--- src/rtl/pca_pkg.sv ---
`default_nettype none
// ----------------------------------------------------------------------------
// pca_pkg
// Shared types and constants for the pixel color adjust block.
// ----------------------------------------------------------------------------
package pca_pkg;

    localparam int CH_W = 8;

    localparam logic [CH_W-1:0] CH_MAX = 8'd255;
    localparam logic [CH_W-1:0] CH_MID = 8'd127;

    typedef enum logic [2:0] {
        MODE_NEGATIVE    = 3'd0,
        MODE_GRAYSCALE   = 3'd1,
        MODE_BLUE_TINT   = 3'd2,
        MODE_GREEN_TINT  = 3'd3,
        MODE_RED_TINT    = 3'd4,
        MODE_CONTRAST_UP = 3'd5,
        MODE_CONTRAST_DN = 3'd6
    } op_mode_t;

    // red in the lowest bits
    typedef struct packed {
        logic [CH_W-1:0] blue;
        logic [CH_W-1:0] green;
        logic [CH_W-1:0] red;
    } pixel_t;

endpackage
`default_nettype wire

--- src/rtl/pca_pixel_op.sv ---
`default_nettype none
// ----------------------------------------------------------------------------
// pca_pixel_op
// Combinational point operation on one RGB pixel, selected by the mode.
// ----------------------------------------------------------------------------
module pca_pixel_op (
    input  wire pca_pkg::op_mode_t mode,
    input  wire pca_pkg::pixel_t   pix,
    output pca_pkg::pixel_t        result
);

    // floor(x/3) = (x*683) >> 11 for x < 2048
    localparam logic [9:0] DIV3_MUL = 10'd683;
    localparam int         DIV3_SHR = 11;

    logic [9:0]  sum;
    logic [19:0] prod;
    logic [7:0]  mean;
    logic        bright;

    function automatic logic [7:0] tint(input logic [7:0] c);
        logic [8:0] s;
        s = {1'b0, c} + {2'b00, c[7:1]};
        return s[8] ? pca_pkg::CH_MAX : s[7:0];
    endfunction

    function automatic logic [7:0] contrast(input logic [7:0] c,
                                            input logic       raise,
                                            input logic       upper);
        logic [8:0] v;
        logic [7:0] r;
        v = raise ? ({1'b0, c} + {3'b000, c[7:2]}) : ({1'b0, c} - {3'b000, c[7:2]});
        if (upper)
        begin
            if (v < {1'b0, pca_pkg::CH_MID})
                r = pca_pkg::CH_MID;
            else if (v[8])
                r = pca_pkg::CH_MAX;
            else
                r = v[7:0];
        end
        else
        begin
            if (v > {1'b0, pca_pkg::CH_MID})
                r = pca_pkg::CH_MID;
            else
                r = v[7:0];
        end
        return r;
    endfunction

    assign sum    = {2'b00, pix.red} + {2'b00, pix.green} + {2'b00, pix.blue};
    assign prod   = {10'd0, sum} * {10'd0, DIV3_MUL};
    assign mean   = prod[DIV3_SHR +: 8];
    assign bright = mean > pca_pkg::CH_MID;

    always_comb
    begin
        result = pix;
        unique case (mode)
            pca_pkg::MODE_NEGATIVE:
            begin
                result.red   = pca_pkg::CH_MAX - pix.red;
                result.green = pca_pkg::CH_MAX - pix.green;
                result.blue  = pca_pkg::CH_MAX - pix.blue;
            end
            pca_pkg::MODE_GRAYSCALE:
            begin
                result.red   = mean;
                result.green = mean;
                result.blue  = mean;
            end
            pca_pkg::MODE_BLUE_TINT:  result.blue  = tint(pix.blue);
            pca_pkg::MODE_GREEN_TINT: result.green = tint(pix.green);
            pca_pkg::MODE_RED_TINT:   result.red   = tint(pix.red);
            pca_pkg::MODE_CONTRAST_UP:
            begin
                result.red   = contrast(pix.red,   bright, bright);
                result.green = contrast(pix.green, bright, bright);
                result.blue  = contrast(pix.blue,  bright, bright);
            end
            pca_pkg::MODE_CONTRAST_DN:
            begin
                result.red   = contrast(pix.red,   !bright, bright);
                result.green = contrast(pix.green, !bright, bright);
                result.blue  = contrast(pix.blue,  !bright, bright);
            end
            default: result = pix;  // unused code: pass through
        endcase
    end

endmodule
`default_nettype wire

--- src/rtl/pixel_color_adjust.sv ---
`default_nettype none
// ----------------------------------------------------------------------------
// pixel_color_adjust
// Per-pixel RGB point operations: negative, grayscale, tints, contrast.
//
// Usage:
//   s_axis carries input pixels, m_axis carries adjusted pixels, one item
//   out for every item in. tdata holds red [7:0], green [15:8], blue [23:16].
//   cfg_valid/cfg_data write the 3-bit operation mode; cfg_ready is always
//   high. Write the mode only while no pixel is in flight.
//   An accepted item is registered in the input register, passes the
//   combinational datapath and is registered in the result register that
//   drives m_axis. Throughput is one item per cycle while the receiver
//   does not stall, set by these two register stages. When the receiver
//   stalls, the result register holds its item and the input register
//   still takes one more item; s_axis_tready drops only when both are full.
//   Reset clears both stages and sets the mode to negative.
// ----------------------------------------------------------------------------
module pixel_color_adjust (
    input  wire        clk,
    input  wire        rst_n,
    input  wire        cfg_valid,
    output logic       cfg_ready,
    input  wire [2:0]  cfg_data,      // op_mode
    input  wire        s_axis_tvalid,
    output logic       s_axis_tready,
    input  wire [23:0] s_axis_tdata,  // red_in, green_in, blue_in
    output logic       m_axis_tvalid,
    input  wire        m_axis_tready,
    output logic [23:0] m_axis_tdata  // red_out, green_out, blue_out
);

    pca_pkg::op_mode_t mode_reg;
    logic              in_valid_reg;
    logic              in_valid_next;
    pca_pkg::pixel_t   in_pix_reg;
    logic              out_valid_reg;
    logic              out_valid_next;
    pca_pkg::pixel_t   out_pix_reg;
    pca_pkg::pixel_t   op_result;
    logic              out_load_ok;
    logic              in_accept;

    assign cfg_ready     = 1'b1;
    assign out_load_ok   = !out_valid_reg || m_axis_tready;
    assign s_axis_tready = !in_valid_reg || out_load_ok;
    assign in_accept     = s_axis_tvalid && s_axis_tready;
    assign m_axis_tvalid = out_valid_reg;
    assign m_axis_tdata  = out_pix_reg;

    always_comb
    begin
        if (in_accept)
            in_valid_next = 1'b1;
        else if (out_load_ok)
            in_valid_next = 1'b0;
        else
            in_valid_next = in_valid_reg;

        out_valid_next = out_load_ok ? in_valid_reg : out_valid_reg;
    end

    pca_pixel_op u_op (
        .mode   (mode_reg),
        .pix    (in_pix_reg),
        .result (op_result)
    );

    always_ff @(posedge clk or negedge rst_n)
    begin
        if (!rst_n)
        begin
            mode_reg      <= pca_pkg::MODE_NEGATIVE;
            in_valid_reg  <= 1'b0;
            out_valid_reg <= 1'b0;
        end
        else
        begin
            if (cfg_valid)
                mode_reg <= pca_pkg::op_mode_t'(cfg_data);
            in_valid_reg  <= in_valid_next;
            out_valid_reg <= out_valid_next;
        end
    end

    always_ff @(posedge clk)
    begin
        if (in_accept)
            in_pix_reg <= s_axis_tdata;
        if (out_load_ok && in_valid_reg)
            out_pix_reg <= op_result;
    end

endmodule
`default_nettype wire

--- config.mk ---
export PLATFORM = sky130hd
export DESIGN_NAME = pixel_color_adjust
export DESIGN_NICKNAME = d
export VERILOG_FILES = /design/src/rtl/pca_pkg.sv /design/src/rtl/pca_pixel_op.sv /design/src/rtl/pixel_color_adjust.sv
export SDC_FILE = /design/constraint.sdc
export NUM_CORES = 1
export LEC_CHECK = 0
export BUFFER_PORTS_ARGS = -buffer_cell sky130_fd_sc_hd__buf_2
export CORE_UTILIZATION = 55
export DETAILED_ROUTE_END_ITERATION = 8
export PLACE_DENSITY_LB_ADDON = 0.05
export SLEW_MARGIN = 10
export SYNTH_ARGS = -nofsm -noshare
export SYNTH_HDL_FRONTEND = slang
export SYNTH_HIERARCHICAL = 1
export SYNTH_SLANG_ARGS = --single-unit
--- constraint.sdc ---
create_clock -name clk -period 9.32 [get_ports clk]
set_input_delay 0.932 -clock clk [delete_from_list [all_inputs] [get_ports clk]]
set_output_delay 0.932 -clock clk [all_outputs]
set_load 0.02 [all_outputs]
==> run metrics, run 1 <==
status=complete, but fails checks; Clock Sinks=53; FILL cells=1347; period utilisation layout=89.0%; Residual DRC=2; commonest non-fill, non-tap cell in the layout=ha_1; max incr delay on CP=0.67 ns; Die X=125 um; Die Span Y=125 um; post-synth top area share=19.9%; worst reg-to-reg setup slack=1.03 ns; Async SR Flop Fraction=9.43%; Core ar.=14600 um^2; Die Area=15600 um^2; number of synthesis warnings=6; CTS tree=built; Final Hold Viols=0; hold buffer count at cts=0; Top Ports=59; register area share after synthesis=18.9%; fraction of layout cells with a size suffix above 1=9.22%; Inserted Clock Buffers=5; fmax=0.121 GHz; mapped cell area=8310 um^2; commonest non-fill, non-tap cells in the layout=132 x ha_1, 96 x inv_1, 75 x a21oi_1; DPL Wire Length=17.6 mm; final setup fails=0; crit path DAT=8.33 ns; area occupied by multi-input gates=6230 um^2; post-synthesis average cell area=8.68 um^2; Max Slew Vio Count=0; Slew HR=24.8%; initial antenna violation count=0; Setup CP Type=flip-flop to flip-flop; FF/Latch Area=1570 um^2; post-synth net total=1158; setup TNS=0 ns; DRT Pass-1 Iters=8; worst min path class=primary input to async pin; clock buffer depth=2; post_cts resized=0; CTS root buf=clkbuf_16; Startpoint Class=flip-flop; via density per instance=6.25; GRT overflow=0; max-capacitance violation count=0; Placed Instance Area=8730 um^2; failing checks=design-rule violations; Critical-path top delay cell=edfxtp_1; total track usage=29.2%; first-pass GRT wire length=35.8 mm; clk slew on worst S/H paths=0.08 ns; Crit. End Element=flip-flop; vias after detailed routing=7389; dominant cell type by area after synthesis=ha_1; area grow syn2layout=6.90%; row cnt=44; number of routed nets with antenna violations=0; Syn Inst Count=957; Required @ worst endpoint=9.36 ns; Final Critical Period=8.29 ns; RePlAce Congestion=0.948; clk_lat worst skew=0.32 ns; DR iter-0 viols=640; Finished Cell Area=8880 um^2; number of synthesized register bits=53; IO Port Bufs=57; Post-synth EDFFs=48; largest net degree at the start of global routing=29; via count of the first global-routing pass=6901; # Post-CTS Setup Buffers=0; maximum fanout along the worst path=26; CTS HTree Levels=2; Cell variety after synth=77; Initial Util=56.7%; DRT Wirelength=22.2 mm; clock skew=0.0157 ns; # nets final=1198; crit-path most repeated cell=inv_1; Ant. Diodes=0; wire length per cell=18.8 um; Synth Flop Type=edfxtp_1; synth top area cells=ha_1 20%, edfxtp_1 17%, fa_1 8.9%, xnor2_1 5.1%, a21oi_1 4.5%; worst slew pin tran=1.13 ns; RSZ-0062 raised after global routing=false
## cells in the mapped netlist (5+ instances only)
cell type / count
ha_1: 132
inv_1: 96
a21oi_1: 75
nor2_1: 64
nand2_1: 62
o21ai_0: 59
edfxtp_1: 48
xnor2_1: 48
fa_1: 37
nand3_1: 22
nor2b_1: 18
xor2_1: 18
a21o_1: 17
clkbuf_1: 17
a31oi_1: 16
nand2b_1: 16
o21bai_1: 14
nor3_1: 12
o211ai_1: 11
and2_1: 10
a211oi_1: 9
buf_2: 9
o21a_1: 9
o21ai_1: 7
o221ai_1: 7
a221oi_1: 6
nand4_1: 6
nor3b_1: 6
o2111ai_1: 6
or3_1: 6
dfrtp_1: 5
nand3b_1: 5
o31ai_1: 5
## layer usage
metal | vias up | global-route usage, % | share of wire, %
met1 | 3510 | 39.3 | 45
li1 | 3536 | - | -
met2 | 305 | 48.7 | 47
met4 | 0 | 9.76 | 2.2
met3 | 38 | 3.82 | 6.2
met5 | - | 0 | 0
## path summary, 6_finish.rpt
check,to,depth (start not counted),start
min in group clk,m_axis_tvalid,1,in_valid_reg
max reg2reg,m_axis_tdata[12],31,in_pix_reg[17]
max in group asynchronous,mode_reg[0],1,rst_n
min reg2reg,m_axis_tvalid,1,in_valid_reg
min,in_valid_reg,1,rst_n
max,m_axis_tdata[12],31,in_pix_reg[17]
## logic make-up after synthesis
group	after synthesis	share of synthesized area (%)
fa+ha+maj	169	28.8
xor+xnor	69	7.82
flops	53	18.9
mux	4	0.542
compound gates	287	22.9
other cells	1	0.0451
simple gates	247	14.9
buf+inv	127	6.10
## critical path: cells and delay by family, from the launching register on
| family | cells | cell delay, ns |
|---|---|---|
| simple gates | 5 | 0.56 |
| buf+inv | 7 | 0.94 |
| fa+ha+maj | 8 | 2.99 |
| xor+xnor | 2 | 1.01 |
| flops | 1 | 0.67 |
| compound gates | 9 | 1.83 |
## cell type report
| type | count | area share [%] |
|---|---|---|
| inverter | 96 | 4.06 |
| clock buffer | 5 | 1.41 |
| clock inverter | 3 | 0.296 |
| timing repair buffer | 64 | 3.80 |
| multi-input combinational | 777 | 70.2 |
| tap | 184 | 2.59 |
| sequential | 53 | 17.6 |
## through the flow
step	hold WS (ns)	cells	setup WS (ns)	util, %
2_1_floorplan	0.511	957	2.23	-
3_3_place_gp	0.524	1174	1.28	59.6
3_5_place_dp	0.529	1174	1.17	59.6
4_1_cts	0.412	1182	1.13	60.6
5_1_grt	0.412	1182	0.321	60.6
6_report	0.422	1182	1.03	60.6
Power of run 1 is not shown: default switching activity piles up to over one toggle a cycle in this logic, so the estimate is an artifact.
==> run 2: changes to the inputs <==
- CORE_ASPECT_RATIO: default -> 1.4
==> run metrics, run 2 (same netlist as run 1, synthesis figures left out) <==
worst slew pin tran=0.996 ns (was 1.13 ns); vias after detailed routing=7441 (was 7389); period utilisation layout=89.6% (was 89.0%); Die Area=15600 um^2 (about the same); first-pass GRT wire length=37.7 mm (was 35.8 mm); RSZ-0062 raised after global routing=false (unchanged); wire length per cell=19.8 um (was 18.8 um); Required @ worst endpoint=9.35 ns (was 9.36 ns); Final Critical Period=8.35 ns (was 8.29 ns); Slew HR=33.6% (was 24.8%); Die Span Y=147 um (was 125 um); row cnt=52 (was 44); DR iter-0 viols=508 (was 640); Residual DRC=0 (was 2); GRT overflow=0 (unchanged); clk slew on worst S/H paths=0.08 ns (about the same); setup TNS=0 ns (unchanged); initial antenna violation count=0 (unchanged); maximum fanout along the worst path=21 (was 26); hold buffer count at cts=0 (unchanged); status=complete, no violations (was complete, but fails checks); DRT Wirelength=23.6 mm (was 22.2 mm); Final Hold Viols=0 (unchanged); Inserted Clock Buffers=5 (unchanged); fraction of layout cells with a size suffix above 1=9.49% (was 9.22%); CTS tree=built (unchanged); Critical-path top delay cell=xor2_2 (was edfxtp_1); post_cts resized=0 (unchanged); worst min path class=primary input to async pin (unchanged); RePlAce Congestion=1.01 (was 0.948); IO Port Bufs=57 (unchanged); clock skew=0.00956 ns (was 0.0157 ns); Startpoint Class=flip-flop (unchanged); Die X=106 um (was 125 um); Clock Sinks=53 (unchanged); clk_lat worst skew=0.30 ns (was 0.32 ns); Initial Util=57.0% (was 56.7%); met3 wire length=1.33 mm (was 1.37 mm); via density per instance=6.25 (about the same); crit path DAT=8.38 ns (was 8.33 ns); # Post-CTS Setup Buffers=0 (unchanged); CTS root buf=clkbuf_16 (unchanged); Worst R2R Start=in_pix_reg[9] (was in_pix_reg[17]); CTS HTree Levels=2 (unchanged); # nets final=1201 (was 1198); Setup CP Type=flip-flop to flip-flop (unchanged); max-capacitance violation count=0 (unchanged); Crit. Startpoint=in_pix_reg[9] (was in_pix_reg[17]); DPL Wire Length=18.6 mm (was 17.6 mm); commonest non-fill, non-tap cells in the layout=132 x ha_1, 96 x inv_1, 75 x a21oi_1 (unchanged); commonest non-fill, non-tap cell in the layout=ha_1 (unchanged); number of routed nets with antenna violations=0 (unchanged); M1 WL=9.23 mm (was 9.91 mm); total track usage=31.0% (was 29.2%); area grow syn2layout=7.71% (was 6.90%); Crit. End Element=flip-flop (unchanged); final setup fails=0 (unchanged); clock buffer depth=2 (unchanged); fmax=0.120 GHz (was 0.121 GHz); Max Slew Vio Count=0 (unchanged); Ant. Diodes=0 (unchanged); via count of the first global-routing pass=7348 (was 6901); met2 wire length=12.0 mm (was 10.4 mm); Core ar.=14600 um^2 (about the same); DRT Pass-1 Iters=7 (was 8); largest net degree at the start of global routing=28 (was 29); crit-path most repeated cell=inv_1 (unchanged); uppermost layer routed=met4 (unchanged); Top Ports=59 (unchanged); max incr delay on CP=0.82 ns (was 0.67 ns)
==> run 2: final timing paths <==
check                                   end  slack (ns)  cells after the start
min reg2reg                   m_axis_tvalid        0.56                      1
min                            in_valid_reg        0.43                      1
max                        m_axis_tdata[22]        0.97                     30
max reg2reg                m_axis_tdata[22]        0.97                     30
max in group asynchronous     m_axis_tvalid        8.76                      1
min in group clk              m_axis_tvalid        0.56                      1
==> run 2: cell type report <==
cell class	instances	area [um^2]
clock inverters	3	65.1
repair buffers	67	360
well taps	189	236
fillers	1326	5630
inverters	96	360
multi-input cells	777	6230
flip-flops and latches	53	1570
clock buffers	5	125
==> run 2: routing by layer <==
| metal | track usage, % | up-vias |
|---|---|---|
| met1 | 37.1 | 3505 |
| met3 | 2.65 | 67 |
| met2 | 56.2 | 318 |
| met4 | 14.1 | 0 |
| met5 | 0 | - |
| li1 | - | 3551 |
==> run 2: critical path: cells and delay by family, from the launching register on <==
kind	cells	cell delay, ns
compound gates	9	1.74
xor+xnor	3	1.45
fa+ha+maj	8	3.21
buf+inv	7	0.52
flops	1	0.59
simple gates	3	0.57
==> run 2: through the flow <==
step	hold WS [ns]	setup slack [ns]	util [%]	std cells	instance area (um^2)
after CTS	0.439	1.04	61.4	1190	8950
after detailed placement	0.547	1.04	60.1	1182	8760
after floorplan	0.511	2.23	-	957	8310
final	0.434	0.970	61.4	1190	8950
after global placement	0.539	1.21	60.1	1182	8760
after global routing	0.434	0.485	61.4	1190	8950
Power of run 2 is left out for the same reason.
